**config.mk**
```make
export PLATFORM = sky130hd
export DESIGN_NAME = interval_pool_bound_relaxation_core_flat
export DESIGN_NICKNAME = d
export VERILOG_FILES = /design/src/hdl/iplr_pkg.sv /design/src/hdl/iplr_in_if.sv /design/src/hdl/iplr_out_if.sv /design/src/hdl/iplr_cfg_if.sv /design/src/hdl/iplr_front.sv /design/src/hdl/iplr_queue.sv /design/src/hdl/iplr_back.sv /design/src/hdl/interval_pool_bound_relaxation_core.sv /design/src/flat_wrapper.sv
export SDC_FILE = /design/constraint.sdc
export NUM_CORES = 2
export LEC_CHECK = 0
export BUFFER_PORTS_ARGS = -buffer_cell sky130_fd_sc_hd__buf_2
export CAP_MARGIN = 5
export CORE_AREA = 2 2 305 458
export CTS_BUF_LIST = sky130_fd_sc_hd__clkbuf_16
export DETAILED_ROUTE_END_ITERATION = 10
export DIE_AREA = 0 0 307 460
export PLACE_DENSITY = 0.8
export SYNTH_ARGS = -nofsm -noshare
export SYNTH_HDL_FRONTEND = slang
export SYNTH_SLANG_ARGS = --single-unit
```
**constraint.sdc**
```tcl
create_clock -name clk_i -period 33.2 [get_ports clk_i]
set_input_delay 1.66 -clock clk_i [delete_from_list [all_inputs] [get_ports clk_i]]
set_output_delay 1.66 -clock clk_i [all_outputs]
set_load 0.02 [all_outputs]
```
**src/hdl/iplr_pkg.sv**
```systemverilog
// Shared constants and types of the interval pool bound relaxation block.
// No dependencies; iplr_back and the top level refer to it by scoped names.
`default_nettype none
package iplr_pkg;

  localparam int unsigned FracBits = 16;

  localparam logic PoolMax = 1'b0;
  localparam logic PoolAvg = 1'b1;

  typedef enum logic [4:0] {
    ST_IDLE  = 5'b00001,
    ST_SETUP = 5'b00010,
    ST_DIV   = 5'b00100,
    ST_MUL   = 5'b01000,
    ST_DONE  = 5'b10000
  } back_state_e;

  typedef enum logic [1:0] {
    JOB_LOW,
    JOB_UPP,
    JOB_SLOPE_AVG,
    JOB_SLOPE_MAX
  } div_job_e;

endpackage
`default_nettype wire

```
**src/hdl/iplr_in_if.sv**
```systemverilog
// Element input channel: valid/ready handshake with one window element.
// No dependencies.
`default_nettype none
interface iplr_in_if #(
  parameter int unsigned VALUE_BITS = 32,
  parameter int unsigned INDEX_BITS = 20
);
  logic                  valid;
  logic                  ready;
  logic [VALUE_BITS-1:0] lower;
  logic [VALUE_BITS-1:0] upper;
  logic [INDEX_BITS-1:0] var_index;
  logic                  last;

  modport source (output valid, lower, upper, var_index, last, input ready);
  modport sink (input valid, lower, upper, var_index, last, output ready);
endinterface
`default_nettype wire

```
**src/hdl/iplr_out_if.sv**
```systemverilog
// Result channel: valid/ready handshake with one relaxed pooling output.
// No dependencies.
`default_nettype none
interface iplr_out_if #(
  parameter int unsigned VALUE_BITS = 32,
  parameter int unsigned INDEX_BITS = 20
);
  logic                  valid;
  logic                  ready;
  logic                  exact_copy;
  logic [INDEX_BITS-1:0] upper_var;
  logic [INDEX_BITS-1:0] lower_var;
  logic [VALUE_BITS-1:0] slope;
  logic [VALUE_BITS-1:0] offset;
  logic [VALUE_BITS-1:0] lower_bound;
  logic [VALUE_BITS-1:0] upper_bound;
  logic                  empty_window;

  modport source (output valid, exact_copy, upper_var, lower_var, slope, offset,
                  lower_bound, upper_bound, empty_window, input ready);
  modport sink (input valid, exact_copy, upper_var, lower_var, slope, offset,
                lower_bound, upper_bound, empty_window, output ready);
endinterface
`default_nettype wire

```
**src/hdl/iplr_cfg_if.sv**
```systemverilog
// Configuration write channel carrying the pool_kind register.
// No dependencies.
`default_nettype none
interface iplr_cfg_if;
  logic valid;
  logic ready;
  logic data;

  modport source (output valid, data, input ready);
  modport sink (input valid, data, output ready);
endinterface
`default_nettype wire

```
**src/hdl/iplr_front.sv**
```systemverilog
// Front end: folds window elements into running maxima and sums and pushes
// a window snapshot into the queue on the last element. Uses iplr_in_if.
`default_nettype none
module iplr_front #(
  parameter int unsigned VALUE_BITS = 32,
  parameter int unsigned INDEX_BITS = 20,
  parameter int unsigned MAX_WINDOW = 16,
  localparam int unsigned CW = $clog2(MAX_WINDOW + 1),
  localparam int unsigned SW = VALUE_BITS + CW,
  localparam int unsigned SNAP_W = 2 + CW + 4 * VALUE_BITS + 2 * INDEX_BITS + 2 * SW
) (
  input  wire logic              clk_i,
  input  wire logic              rst_ni,
  iplr_in_if.sink                in_i,
  input  wire logic              pool_kind_i,
  input  wire logic              full_i,
  output logic                   push_o,
  output logic [SNAP_W-1:0]      snap_o
);

  typedef struct packed {
    logic                  kind;
    logic [CW-1:0]         cnt;
    logic [VALUE_BITS-1:0] tu;
    logic [VALUE_BITS-1:0] tul;
    logic [INDEX_BITS-1:0] tuv;
    logic [VALUE_BITS-1:0] su;
    logic                  sv;
    logic [VALUE_BITS-1:0] tl;
    logic [INDEX_BITS-1:0] tmv;
    logic [SW-1:0]         sl;
    logic [SW-1:0]         sus;
  } snap_t;

  snap_t                       win_q, win_d, nxt;
  logic signed [VALUE_BITS:0]  tms_q, tms_d, nxt_tms, mid_s;
  logic signed [VALUE_BITS-1:0] lo_s, up_s;
  logic                        first, accept;

  assign in_i.ready = !full_i;
  assign accept     = in_i.valid && in_i.ready;
  assign lo_s       = in_i.lower;
  assign up_s       = in_i.upper;
  assign mid_s      = {lo_s[VALUE_BITS-1], lo_s} + {up_s[VALUE_BITS-1], up_s};
  assign first      = (win_q.cnt == '0);

  always_comb begin
    nxt     = win_q;
    nxt_tms = tms_q;
    if (win_q.cnt < CW'(MAX_WINDOW)) begin
      if (first || (up_s > $signed(win_q.tu))) begin
        if (!first) begin
          nxt.su = win_q.tu;
          nxt.sv = 1'b1;
        end
        nxt.tu  = in_i.upper;
        nxt.tuv = in_i.var_index;
        nxt.tul = in_i.lower;
      end else if (!win_q.sv || (up_s > $signed(win_q.su))) begin
        nxt.su = in_i.upper;
        nxt.sv = 1'b1;
      end
      if (first || (lo_s > $signed(win_q.tl))) begin
        nxt.tl = in_i.lower;
      end
      if (first || (mid_s > tms_q)) begin
        nxt_tms = mid_s;
        nxt.tmv = in_i.var_index;
      end
      nxt.sl  = win_q.sl + {{(SW - VALUE_BITS){lo_s[VALUE_BITS-1]}}, in_i.lower};
      nxt.sus = win_q.sus + {{(SW - VALUE_BITS){up_s[VALUE_BITS-1]}}, in_i.upper};
      nxt.cnt = win_q.cnt + 1'b1;
    end
    nxt.kind = pool_kind_i;
  end

  always_comb begin
    win_d = win_q;
    tms_d = tms_q;
    if (accept) begin
      win_d = nxt;
      tms_d = nxt_tms;
      if (in_i.last) begin
        // close the window: clear counters, sums restart from zero
        win_d.cnt = '0;
        win_d.sv  = 1'b0;
        win_d.sl  = '0;
        win_d.sus = '0;
      end
    end
  end

  assign push_o = accept && in_i.last;
  assign snap_o = nxt;

  always_ff @(posedge clk_i or negedge rst_ni) begin
    if (!rst_ni) begin
      win_q <= '0;
      tms_q <= '0;
    end else begin
      win_q <= win_d;
      tms_q <= tms_d;
    end
  end

endmodule
`default_nettype wire

```
**src/hdl/iplr_queue.sv**
```systemverilog
// Two-entry queue of window snapshots between front and back end.
// No dependencies.
`default_nettype none
module iplr_queue #(
  parameter int unsigned WIDTH = 8
) (
  input  wire logic             clk_i,
  input  wire logic             rst_ni,
  input  wire logic             push_i,
  input  wire logic [WIDTH-1:0] data_i,
  input  wire logic             pop_i,
  output logic [WIDTH-1:0]      data_o,
  output logic                  full_o,
  output logic                  empty_o
);

  logic [WIDTH-1:0] mem_q [2];
  logic             wr_q, rd_q;
  logic [1:0]       cnt_q;

  assign full_o  = (cnt_q == 2'd2);
  assign empty_o = (cnt_q == 2'd0);
  assign data_o  = mem_q[rd_q];

  always_ff @(posedge clk_i or negedge rst_ni) begin
    if (!rst_ni) begin
      wr_q  <= 1'b0;
      rd_q  <= 1'b0;
      cnt_q <= 2'd0;
    end else begin
      if (push_i) wr_q <= !wr_q;
      if (pop_i) rd_q <= !rd_q;
      cnt_q <= cnt_q + {1'b0, push_i} - {1'b0, pop_i};
    end
  end

  always_ff @(posedge clk_i) begin
    if (push_i) mem_q[wr_q] <= data_i;
  end

endmodule
`default_nettype wire

```
**src/hdl/iplr_back.sv**
```systemverilog
// Back end: takes window snapshots, runs the bit-serial divider and
// shift-add multiplier, holds the result in an output register.
// Uses iplr_pkg and iplr_out_if.
`default_nettype none
module iplr_back #(
  parameter int unsigned VALUE_BITS = 32,
  parameter int unsigned INDEX_BITS = 20,
  parameter int unsigned MAX_WINDOW = 16,
  localparam int unsigned CW = $clog2(MAX_WINDOW + 1),
  localparam int unsigned SW = VALUE_BITS + CW,
  localparam int unsigned SNAP_W = 2 + CW + 4 * VALUE_BITS + 2 * INDEX_BITS + 2 * SW
) (
  input  wire logic              clk_i,
  input  wire logic              rst_ni,
  input  wire logic [SNAP_W-1:0] snap_i,
  input  wire logic              empty_i,
  output logic                   pop_o,
  iplr_out_if.source             out_o
);

  typedef struct packed {
    logic                  kind;
    logic [CW-1:0]         cnt;
    logic [VALUE_BITS-1:0] tu;
    logic [VALUE_BITS-1:0] tul;
    logic [INDEX_BITS-1:0] tuv;
    logic [VALUE_BITS-1:0] su;
    logic                  sv;
    logic [VALUE_BITS-1:0] tl;
    logic [INDEX_BITS-1:0] tmv;
    logic [SW-1:0]         sl;
    logic [SW-1:0]         sus;
  } snap_t;

  localparam int unsigned VB  = VALUE_BITS;
  localparam int unsigned DW  = VB + iplr_pkg::FracBits + 1;
  localparam int unsigned DCW = $clog2(DW + 1);
  localparam int unsigned MCW = $clog2(VB + 1);
  localparam int unsigned PW  = 2 * VB;
  localparam logic [VB-1:0] VMax = {1'b0, {(VB - 1){1'b1}}};
  localparam logic [VB-1:0] VMin = {1'b1, {(VB - 1){1'b0}}};
  localparam logic [VB-1:0] OneQ = VB'(1) << iplr_pkg::FracBits;

  iplr_pkg::back_state_e state_q, state_d;
  iplr_pkg::div_job_e    job_q, job_d;

  snap_t s_q, s;
  logic [DW-1:0]    dvd_q, dvd_d;
  logic [VB:0]      dvs_q, dvs_d;
  logic [VB+1:0]    rem_q, rem_d, rem_sh;
  logic [DCW-1:0]   dcnt_q, dcnt_d;
  logic [MCW-1:0]   mcnt_q, mcnt_d;
  logic signed [PW-1:0] acc_q, acc_d, fl;
  logic signed [PW:0]   diff;

  logic [VB-1:0] r_slope_q, r_slope_d, r_lb_q, r_lb_d, r_ub_q, r_ub_d;
  logic [VB-1:0] r_off_q, r_off_d;
  logic [INDEX_BITS-1:0] r_uv_q, r_uv_d, r_lv_q, r_lv_d;
  logic r_ex_q, r_ex_d, r_em_q, r_em_d;
  logic ovalid_q, ovalid_d;

  logic signed [VB:0] den_s;
  logic          exact, sec_ok, rnz;
  logic [DW:0]   q_up;
  logic [DW-1:0] q_neg_up, q_neg;
  logic [SW-1:0] mag_l, mag_u;
  logic [VB:0]   slope_num;

  assign s = s_q;
  assign den_s = $signed({s.tu[VB-1], s.tu}) - $signed({s.tul[VB-1], s.tul});
  assign sec_ok = !s.sv || ($signed(s.tl) >= $signed(s.su));
  assign exact = (sec_ok && ($signed(s.tul) >= $signed(s.tl))) || (den_s <= 0) || !s.sv;
  assign slope_num = {s.tu[VB-1], s.tu} - {s.su[VB-1], s.su};
  assign mag_l = s.sl[SW-1] ? (~s.sl + 1'b1) : s.sl;
  assign mag_u = s.sus[SW-1] ? (~s.sus + 1'b1) : s.sus;

  assign rem_sh   = {rem_q[VB:0], dvd_q[DW-1]};
  assign rnz      = (rem_q != '0);
  assign q_up     = {1'b0, dvd_q} + {{DW{1'b0}}, rnz};
  assign q_neg_up = ~q_up[DW-1:0] + 1'b1;
  assign q_neg    = ~dvd_q + 1'b1;

  assign fl   = acc_q >>> iplr_pkg::FracBits;
  assign diff = $signed({{(PW + 1 - VB){s.su[VB-1]}}, s.su}) - $signed({fl[PW-1], fl});

  assign pop_o = (state_q == iplr_pkg::ST_IDLE) && !empty_i;

  always_comb begin
    state_d  = state_q;
    job_d    = job_q;
    dvd_d    = dvd_q;
    dvs_d    = dvs_q;
    rem_d    = rem_q;
    dcnt_d   = dcnt_q;
    mcnt_d   = mcnt_q;
    acc_d    = acc_q;
    r_slope_d = r_slope_q;
    r_lb_d   = r_lb_q;
    r_ub_d   = r_ub_q;
    r_off_d  = r_off_q;
    r_uv_d   = r_uv_q;
    r_lv_d   = r_lv_q;
    r_ex_d   = r_ex_q;
    r_em_d   = r_em_q;
    ovalid_d = ovalid_q && !out_o.ready;
    case (state_q)
      iplr_pkg::ST_IDLE: begin
        if (!empty_i) state_d = iplr_pkg::ST_SETUP;
      end
      iplr_pkg::ST_SETUP: begin
        r_em_d = (s.cnt == '0);
        rem_d  = '0;
        dcnt_d = '0;
        state_d = iplr_pkg::ST_DIV;
        if (s.kind == iplr_pkg::PoolAvg) begin
          r_ex_d  = 1'b0;
          r_uv_d  = '0;
          r_lv_d  = '0;
          r_off_d = '0;
          job_d   = iplr_pkg::JOB_LOW;
          dvd_d   = DW'(mag_l);
          dvs_d   = (VB + 1)'(s.cnt);
        end else begin
          r_uv_d = s.tuv;
          r_lb_d = s.tl;
          r_ub_d = s.tu;
          if (exact) begin
            r_ex_d    = 1'b1;
            r_lv_d    = s.tuv;
            r_slope_d = OneQ;
            r_off_d   = '0;
            state_d   = iplr_pkg::ST_DONE;
          end else begin
            r_ex_d = 1'b0;
            r_lv_d = s.tmv;
            job_d  = iplr_pkg::JOB_SLOPE_MAX;
            dvd_d  = {slope_num, {iplr_pkg::FracBits{1'b0}}};
            dvs_d  = den_s[VB:0];
          end
        end
      end
      iplr_pkg::ST_DIV: begin
        // one quotient bit per cycle, restoring
        if (rem_sh >= {1'b0, dvs_q}) begin
          rem_d = rem_sh - {1'b0, dvs_q};
          dvd_d = {dvd_q[DW-2:0], 1'b1};
        end else begin
          rem_d = rem_sh;
          dvd_d = {dvd_q[DW-2:0], 1'b0};
        end
        dcnt_d = dcnt_q + 1'b1;
        if (dcnt_q == DCW'(DW)) begin
          // quotient and remainder are settled: finish the job
          rem_d  = '0;
          dcnt_d = '0;
          dvd_d  = dvd_q;
          state_d = iplr_pkg::ST_DIV;
          case (job_q)
            iplr_pkg::JOB_LOW: begin
              r_lb_d = s.sl[SW-1] ? q_neg_up[VB-1:0] : dvd_q[VB-1:0];
              job_d  = iplr_pkg::JOB_UPP;
              dvd_d  = DW'(mag_u);
            end
            iplr_pkg::JOB_UPP: begin
              r_ub_d = s.sus[SW-1] ? q_neg[VB-1:0] : q_up[VB-1:0];
              job_d  = iplr_pkg::JOB_SLOPE_AVG;
              dvd_d  = DW'(1) << iplr_pkg::FracBits;
            end
            iplr_pkg::JOB_SLOPE_AVG: begin
              r_slope_d = dvd_q[VB-1:0];
              state_d   = iplr_pkg::ST_DONE;
            end
            default: begin
              r_slope_d = (q_up > (DW + 1)'(VMax)) ? VMax : q_up[VB-1:0];
              acc_d     = '0;
              mcnt_d    = '0;
              state_d   = iplr_pkg::ST_MUL;
            end
          endcase
        end else begin
          state_d = iplr_pkg::ST_DIV;
        end
      end
      iplr_pkg::ST_MUL: begin
        if (mcnt_q == MCW'(VB)) begin
          if (diff > $signed({{(PW + 1 - VB){1'b0}}, VMax})) begin
            r_off_d = VMax;
          end else if (diff < $signed({{(PW + 1 - VB){1'b1}}, VMin})) begin
            r_off_d = VMin;
          end else begin
            r_off_d = diff[VB-1:0];
          end
          state_d = iplr_pkg::ST_DONE;
        end else begin
          // shift-add, slope bits from the top
          acc_d = (acc_q <<< 1) + (r_slope_q[VB - 1 - mcnt_q[MCW-1:0]] ?
                  $signed({{VB{s.tul[VB-1]}}, s.tul}) : $signed({PW{1'b0}}));
          mcnt_d = mcnt_q + 1'b1;
        end
      end
      iplr_pkg::ST_DONE: begin
        if (!ovalid_q || out_o.ready) begin
          ovalid_d = 1'b1;
          state_d  = iplr_pkg::ST_IDLE;
        end
      end
      default: state_d = iplr_pkg::ST_IDLE;
    endcase
  end

  always_ff @(posedge clk_i or negedge rst_ni) begin
    if (!rst_ni) begin
      state_q  <= iplr_pkg::ST_IDLE;
      ovalid_q <= 1'b0;
    end else begin
      state_q  <= state_d;
      ovalid_q <= ovalid_d;
    end
  end

  always_ff @(posedge clk_i) begin
    if (pop_o) s_q <= snap_i;
    job_q  <= job_d;
    dvd_q  <= dvd_d;
    dvs_q  <= dvs_d;
    rem_q  <= rem_d;
    dcnt_q <= dcnt_d;
    mcnt_q <= mcnt_d;
    acc_q  <= acc_d;
    r_slope_q <= r_slope_d;
    r_lb_q <= r_lb_d;
    r_ub_q <= r_ub_d;
    r_off_q <= r_off_d;
    r_uv_q <= r_uv_d;
    r_lv_q <= r_lv_d;
    r_ex_q <= r_ex_d;
    r_em_q <= r_em_d;
  end

  // result fields sit in a staging set; hold a copy for the output side
  logic [VB-1:0] o_slope_q, o_off_q, o_lb_q, o_ub_q;
  logic [INDEX_BITS-1:0] o_uv_q, o_lv_q;
  logic o_ex_q, o_em_q;
  logic load;

  assign load = (state_q == iplr_pkg::ST_DONE) && (!ovalid_q || out_o.ready);

  always_ff @(posedge clk_i) begin
    if (load) begin
      o_slope_q <= r_slope_q;
      o_off_q   <= r_off_q;
      o_lb_q    <= r_lb_q;
      o_ub_q    <= r_ub_q;
      o_uv_q    <= r_uv_q;
      o_lv_q    <= r_lv_q;
      o_ex_q    <= r_ex_q;
      o_em_q    <= r_em_q;
    end
  end

  assign out_o.valid        = ovalid_q;
  assign out_o.exact_copy   = o_ex_q;
  assign out_o.upper_var    = o_uv_q;
  assign out_o.lower_var    = o_lv_q;
  assign out_o.slope        = o_slope_q;
  assign out_o.offset       = o_off_q;
  assign out_o.lower_bound  = o_lb_q;
  assign out_o.upper_bound  = o_ub_q;
  assign out_o.empty_window = o_em_q;

endmodule
`default_nettype wire

```
**src/hdl/interval_pool_bound_relaxation_core.sv**
```systemverilog
// Top level of the interval pool bound relaxation block: config register,
// front end, snapshot queue, back end. Uses iplr_pkg and the iplr_*_if files.
//
//   channel  dir  modport  carries
//   in_i     in   sink     lower, upper, var_index, last
//   out_o    out  source   exact_copy, vars, slope, offset, bounds, empty_window
//   cfg_i    in   sink     pool_kind (data)
//
// One element is taken each cycle while the two-entry snapshot queue has room.
// Per window the back end runs setup; in max mode an exact window goes straight
// to output, a sloped one runs the divider and then the multiplier; average mode
// runs three divider passes (lower bound, upper bound, slope), then outputs.
// Reset clears the window and queue counters and the output valid. A stalled
// output holds its item; the front takes elements while the queue has room.
`default_nettype none
module interval_pool_bound_relaxation_core #(
  parameter int unsigned VALUE_BITS = 32,
  parameter int unsigned INDEX_BITS = 20,
  parameter int unsigned MAX_WINDOW = 16
) (
  input  wire logic clk_i,
  input  wire logic rst_ni,
  iplr_in_if.sink   in_i,
  iplr_out_if.source out_o,
  iplr_cfg_if.sink  cfg_i
);

  localparam int unsigned CW = $clog2(MAX_WINDOW + 1);
  localparam int unsigned SW = VALUE_BITS + CW;
  localparam int unsigned SNAP_W = 2 + CW + 4 * VALUE_BITS + 2 * INDEX_BITS + 2 * SW;

  logic              pool_kind_q;
  logic              push, pop, q_full, q_empty;
  logic [SNAP_W-1:0] snap_in, snap_out;

  assign cfg_i.ready = 1'b1;

  always_ff @(posedge clk_i or negedge rst_ni) begin
    if (!rst_ni) begin
      pool_kind_q <= iplr_pkg::PoolMax;
    end else if (cfg_i.valid) begin
      pool_kind_q <= cfg_i.data;
    end
  end

  iplr_front #(
    .VALUE_BITS(VALUE_BITS), .INDEX_BITS(INDEX_BITS), .MAX_WINDOW(MAX_WINDOW)
  ) u_front (
    .clk_i, .rst_ni, .in_i,
    .pool_kind_i(pool_kind_q), .full_i(q_full), .push_o(push), .snap_o(snap_in)
  );

  iplr_queue #(.WIDTH(SNAP_W)) u_queue (
    .clk_i, .rst_ni, .push_i(push), .data_i(snap_in), .pop_i(pop),
    .data_o(snap_out), .full_o(q_full), .empty_o(q_empty)
  );

  iplr_back #(
    .VALUE_BITS(VALUE_BITS), .INDEX_BITS(INDEX_BITS), .MAX_WINDOW(MAX_WINDOW)
  ) u_back (
    .clk_i, .rst_ni, .snap_i(snap_out), .empty_i(q_empty), .pop_o(pop), .out_o
  );

`ifndef SYNTHESIS
  a_no_overflow: assert property (@(posedge clk_i) disable iff (!rst_ni)
    push |-> !q_full) else $error("snapshot pushed into a full queue");
  a_never_empty: assert property (@(posedge clk_i) disable iff (!rst_ni)
    out_o.valid |-> !out_o.empty_window) else $error("empty window reported");
  a_exact_offset: assert property (@(posedge clk_i) disable iff (!rst_ni)
    (out_o.valid && out_o.exact_copy) |-> (out_o.offset == '0))
    else $error("exact result with nonzero offset");
`endif

endmodule
`default_nettype wire
```
**src/flat_wrapper.sv**
```systemverilog
// flat-port wrapper written by rule: the top's interface ports become plain ports
module interval_pool_bound_relaxation_core_flat 
#(
  parameter int unsigned VALUE_BITS = 32,
  parameter int unsigned INDEX_BITS = 20,
  parameter int unsigned MAX_WINDOW = 16
)
  (clk_i, rst_ni, in_i_valid, in_i_lower, in_i_upper, in_i_var_index, in_i_last, in_i_ready, out_o_valid, out_o_exact_copy, out_o_upper_var, out_o_lower_var, out_o_slope, out_o_offset, out_o_lower_bound, out_o_upper_bound, out_o_empty_window, out_o_ready, cfg_i_valid, cfg_i_data, cfg_i_ready);
  iplr_in_if #(.VALUE_BITS(VALUE_BITS), .INDEX_BITS(INDEX_BITS)) in_i_i ();
  iplr_out_if #(.VALUE_BITS(VALUE_BITS), .INDEX_BITS(INDEX_BITS)) out_o_i ();
  iplr_cfg_if cfg_i_i ();
  input  wire logic clk_i;
  input  wire logic rst_ni;
  input wire logic [$bits(in_i_i.valid)-1:0] in_i_valid;
  input wire logic [$bits(in_i_i.lower)-1:0] in_i_lower;
  input wire logic [$bits(in_i_i.upper)-1:0] in_i_upper;
  input wire logic [$bits(in_i_i.var_index)-1:0] in_i_var_index;
  input wire logic [$bits(in_i_i.last)-1:0] in_i_last;
  output wire logic [$bits(in_i_i.ready)-1:0] in_i_ready;
  output wire logic [$bits(out_o_i.valid)-1:0] out_o_valid;
  output wire logic [$bits(out_o_i.exact_copy)-1:0] out_o_exact_copy;
  output wire logic [$bits(out_o_i.upper_var)-1:0] out_o_upper_var;
  output wire logic [$bits(out_o_i.lower_var)-1:0] out_o_lower_var;
  output wire logic [$bits(out_o_i.slope)-1:0] out_o_slope;
  output wire logic [$bits(out_o_i.offset)-1:0] out_o_offset;
  output wire logic [$bits(out_o_i.lower_bound)-1:0] out_o_lower_bound;
  output wire logic [$bits(out_o_i.upper_bound)-1:0] out_o_upper_bound;
  output wire logic [$bits(out_o_i.empty_window)-1:0] out_o_empty_window;
  input wire logic [$bits(out_o_i.ready)-1:0] out_o_ready;
  input wire logic [$bits(cfg_i_i.valid)-1:0] cfg_i_valid;
  input wire logic [$bits(cfg_i_i.data)-1:0] cfg_i_data;
  output wire logic [$bits(cfg_i_i.ready)-1:0] cfg_i_ready;
  assign in_i_i.valid = in_i_valid;
  assign in_i_i.lower = in_i_lower;
  assign in_i_i.upper = in_i_upper;
  assign in_i_i.var_index = in_i_var_index;
  assign in_i_i.last = in_i_last;
  assign in_i_ready = in_i_i.ready;
  assign out_o_valid = out_o_i.valid;
  assign out_o_exact_copy = out_o_i.exact_copy;
  assign out_o_upper_var = out_o_i.upper_var;
  assign out_o_lower_var = out_o_i.lower_var;
  assign out_o_slope = out_o_i.slope;
  assign out_o_offset = out_o_i.offset;
  assign out_o_lower_bound = out_o_i.lower_bound;
  assign out_o_upper_bound = out_o_i.upper_bound;
  assign out_o_empty_window = out_o_i.empty_window;
  assign out_o_i.ready = out_o_ready;
  assign cfg_i_i.valid = cfg_i_valid;
  assign cfg_i_i.data = cfg_i_data;
  assign cfg_i_ready = cfg_i_i.ready;
  interval_pool_bound_relaxation_core #(.VALUE_BITS(VALUE_BITS), .INDEX_BITS(INDEX_BITS), .MAX_WINDOW(MAX_WINDOW)) u_core (.clk_i(clk_i), .rst_ni(rst_ni), .in_i(in_i_i), .out_o(out_o_i), .cfg_i(cfg_i_i));
endmodule
```
==> results.ini <==
[cells_and_area]
drive_gt1_share_pct = 15.7
final_cell_mix = edfxtp_1 (1281), mux2_2 (533), nand2_1 (519), ha_1 (519), o21ai_0 (493)
final_cells = 9468
final_nets = 8184
final_common_cell = edfxtp_1
fillers = 9928
area_delta_synth_final_pct = 9.64

[cts]
cts_tree = built
cts_sinks = 1573
cts_inserted_buffers = 147
cts_setup_buffers = 0
cts_root_buf = clkbuf_16
cts_hold_buffers = 0
post_cts_resized = 0
clockBufferDepth = 3
insertion_delay_ns = 0.82
htree_levels = 4
clkTransAtPathRegs_ns = 0.06

[detailed_routing]
drc = 0
detail_route.wl_per_cell_um = 27.2
vias = 61500
dr.first_iter.drc_count = 6372
via_per_inst = 6.50
detail-route-antenna-nets = 0
postRouteWirelength_um = 258000
drt_first_pass_iters = 10

[yosys]
synth_mux_area_share_pct = 8.03
ys_top_cells_by_area = edfxtp_1 (45%), dfrtp_1 (8.5%), ha_1 (7.6%)
synth_fa_ha_area_share_pct = 7.75
synth-xor-area-share_pct = 4.38
ys_seq_area_share_pct = 53.3
netlist_area_sq_um = 85800
synthDistinctLibCells = 104
yosys.area.top_type_share_pct = 44.8
synth_top_family_by_area = compound AO/OA/AOI/OAI gates
synth-edff-count = 1281
synth_compound_area_share_pct = 13.6
synth_flop_cell = edfxtp_1
async_flop_share_pct = 18.6
yosysTopAreaCell = edfxtp_1
syn_avg_cell_area_sq_um = 11.6
yosys_warnings = 0
synth_simple_gate_area_share_pct = 9.59
synth_fp_nets = 7997
syn_inst = 7379
synth-seq-cells = 1573

[pwr]
ir_worst_vdd_mv = 0.0681
p_per_area_nw_per_um2 = 107
p_leak_uw = 0.0371
total_power_uw = 10100

[critical_path]
critical_path_depth = 26
path_buf_inv = 2
reg2reg_depth = 19
startpoint_type = input port
cp_top_family = compound AO/OA/AOI/OAI gates
slowest_stage = buf_4
critPathKind = input port to flip-flop
cpPeakStageDelay_ns = 0.68
worst_setup_path_end_kind = flip-flop
worstPathRequired_ns = 33.89
crit_fanout = 57
critPathArrivalTime_ns = 7.96

[timing]
hold_viol = 0
setup-tns-final_ns = 0
final_max_slew_viol_count = 0
slew_headroom_pct = 23.8
worst_pin_slew_ns = 1.13
fmax_mhz = 138
period_share_pct = 21.9
rsz0062_at_grt = no
fin_skew_ns = 0.0409
period_minus_slack_ns = 7.26
setup_viol = 0

[run_status]
status = finished, final reports clean

[global_routing]
grt_pass1_wl_um = 379000
gr-usage-all-layers_pct = 36.3
grt_max_degree = 171
first_global_vias = 60400
grt_antenna_before_repair = 10
grt-ovfl-total = 0

[floorplan]
initial_core_util_pct = 62.4
die_w_um = 307
num_rows = 167
dieArea_sq_um = 141000
die_y_um = 460
core-area_sq_um = 137000
ioPinCount = 264

[placement]
place.gp.congestion = 1.06
port_buffers = 262
dpl.hpwl_um = 189000
dpl.cell_count = 9191

[run]
maxCapViolCount = 0

[min_path]
worstHoldPathType = flip-flop to flip-flop
holdPathStages = 0

==> final timing paths <==
path                       slack, ns               startpoint                                 end
setup / recovery               25.94            in_i_upper[1]            u_core.u_front.win_q[89]
hold / removal                  0.41  u_core.u_back.r_ub_q[7]  u_core.u_back.out_o.upper_bound[7]
setup reg to reg               26.34  u_core.u_back.mcnt_q[0]             u_core.u_back.acc_q[56]
hold reg to reg                 0.41  u_core.u_back.r_ub_q[7]  u_core.u_back.out_o.upper_bound[7]
max in group asynchronous      30.33                   rst_ni                 u_core.u_queue.rd_q
min in group asynchronous       0.90                   rst_ni            u_core.u_front.tms_q[20]
==> logic make-up (layout without fill, tap and decap cells) <==
| kind of cell | count (synthesis) | in the layout |
|---|---|---|
| other | 1 | 7 |
| buffers and inverters | 718 | 1027 |
| XOR/XNOR | 429 | 429 |
| multiplexers | 609 | 609 |
| AO/OA/AOI/OAI | 1818 | 1818 |
| adder cells (fa/ha/maj) | 527 | 527 |
| flip-flops | 1573 | 1573 |
| AND/OR/NAND/NOR | 1704 | 1704 |
==> routing by layer <==
layer	routed length, um	vias up	GRT usage [%]	part of all wire (%)
li1	-	27900	-	-
met1	93200	30200	43.1	36
met2	123000	2765	59.9	48
met3	17800	720	5.56	6.9
met4	23100	6	27.3	9.0
met5	46	-	0	0.018
==> state kept, by name (all words and copies together) (netlist names), 20 cells and up <==
signal	flops
u_core.u_back.s	249
u_core.u_queue.mem_q	498
u_core.u_back.out_o.upper_var	20
u_core.u_back.out_o.upper_bound	32
u_core.u_back.rem_q	34
u_core.u_back.r_lv_q	20
u_core.u_back.r_uv_q	20
u_core.u_back.dvd_q	49
u_core.u_back.r_ub_q	32
u_core.u_front.tms_q	33
u_core.u_back.r_lb_q	32
u_core.u_back.r_off_q	32
u_core.u_back.out_o.slope	32
u_core.u_back.out_o.offset	32
u_core.u_back.out_o.lower_var	20
u_core.u_back.out_o.lower_bound	32
u_core.u_back.dvs_q	33
u_core.u_back.r_slope_q	32
u_core.u_front.win_q	248
u_core.u_back.acc_q	64
==> per-stage QoR <==
step / area (sq um) / hold WS, ns / worst slack, ns / utilization [%]
2_1_floorplan: 85800 / 0.400 / 3.31 / -
3_3_place_gp: 89000 / 0.400 / 25.07 / 64.7
3_5_place_dp: 89000 / 0.405 / 25.09 / 64.7
4_1_cts: 94100 / 0.408 / 25.94 / 68.4
5_1_grt: 94100 / 0.416 / 25.50 / 68.4
6_report: 94100 / 0.410 / 25.94 / 68.4
==> cell type report <==
cell class	count	area (sq um)	share of cell area, %
sequential	1573	45800	48.7
multi-input combinational	5088	37500	39.8
clock buffer	148	3700	3.94
tap	1774	2220	2.36
timing repair buffer	339	1950	2.07
inverter	417	1570	1.66
clock inverter	123	1390	1.48
antenna	6	15.0	0.0160
==> synth_stat cells, types with 124 or more instances <==
library cell	n
xor2_1	175
a21oi_1	412
nor2_1	447
inv_1	415
nand3_1	124
edfxtp_1	1281
o21ai_0	495
dfrtp_1	291
nand2_1	521
clkbuf_1	252
xnor2_1	254
a21o_1	202
mux2_2	533
ha_1	519
==> where the power goes <==
group / switching (uW) / internal [uW]
combinational: 2860 / 1770
clock: 796 / 975
sequential: 599 / 3070
total: 4250 / 5820
No activity file was read; power rests on OpenSTA's default activity.
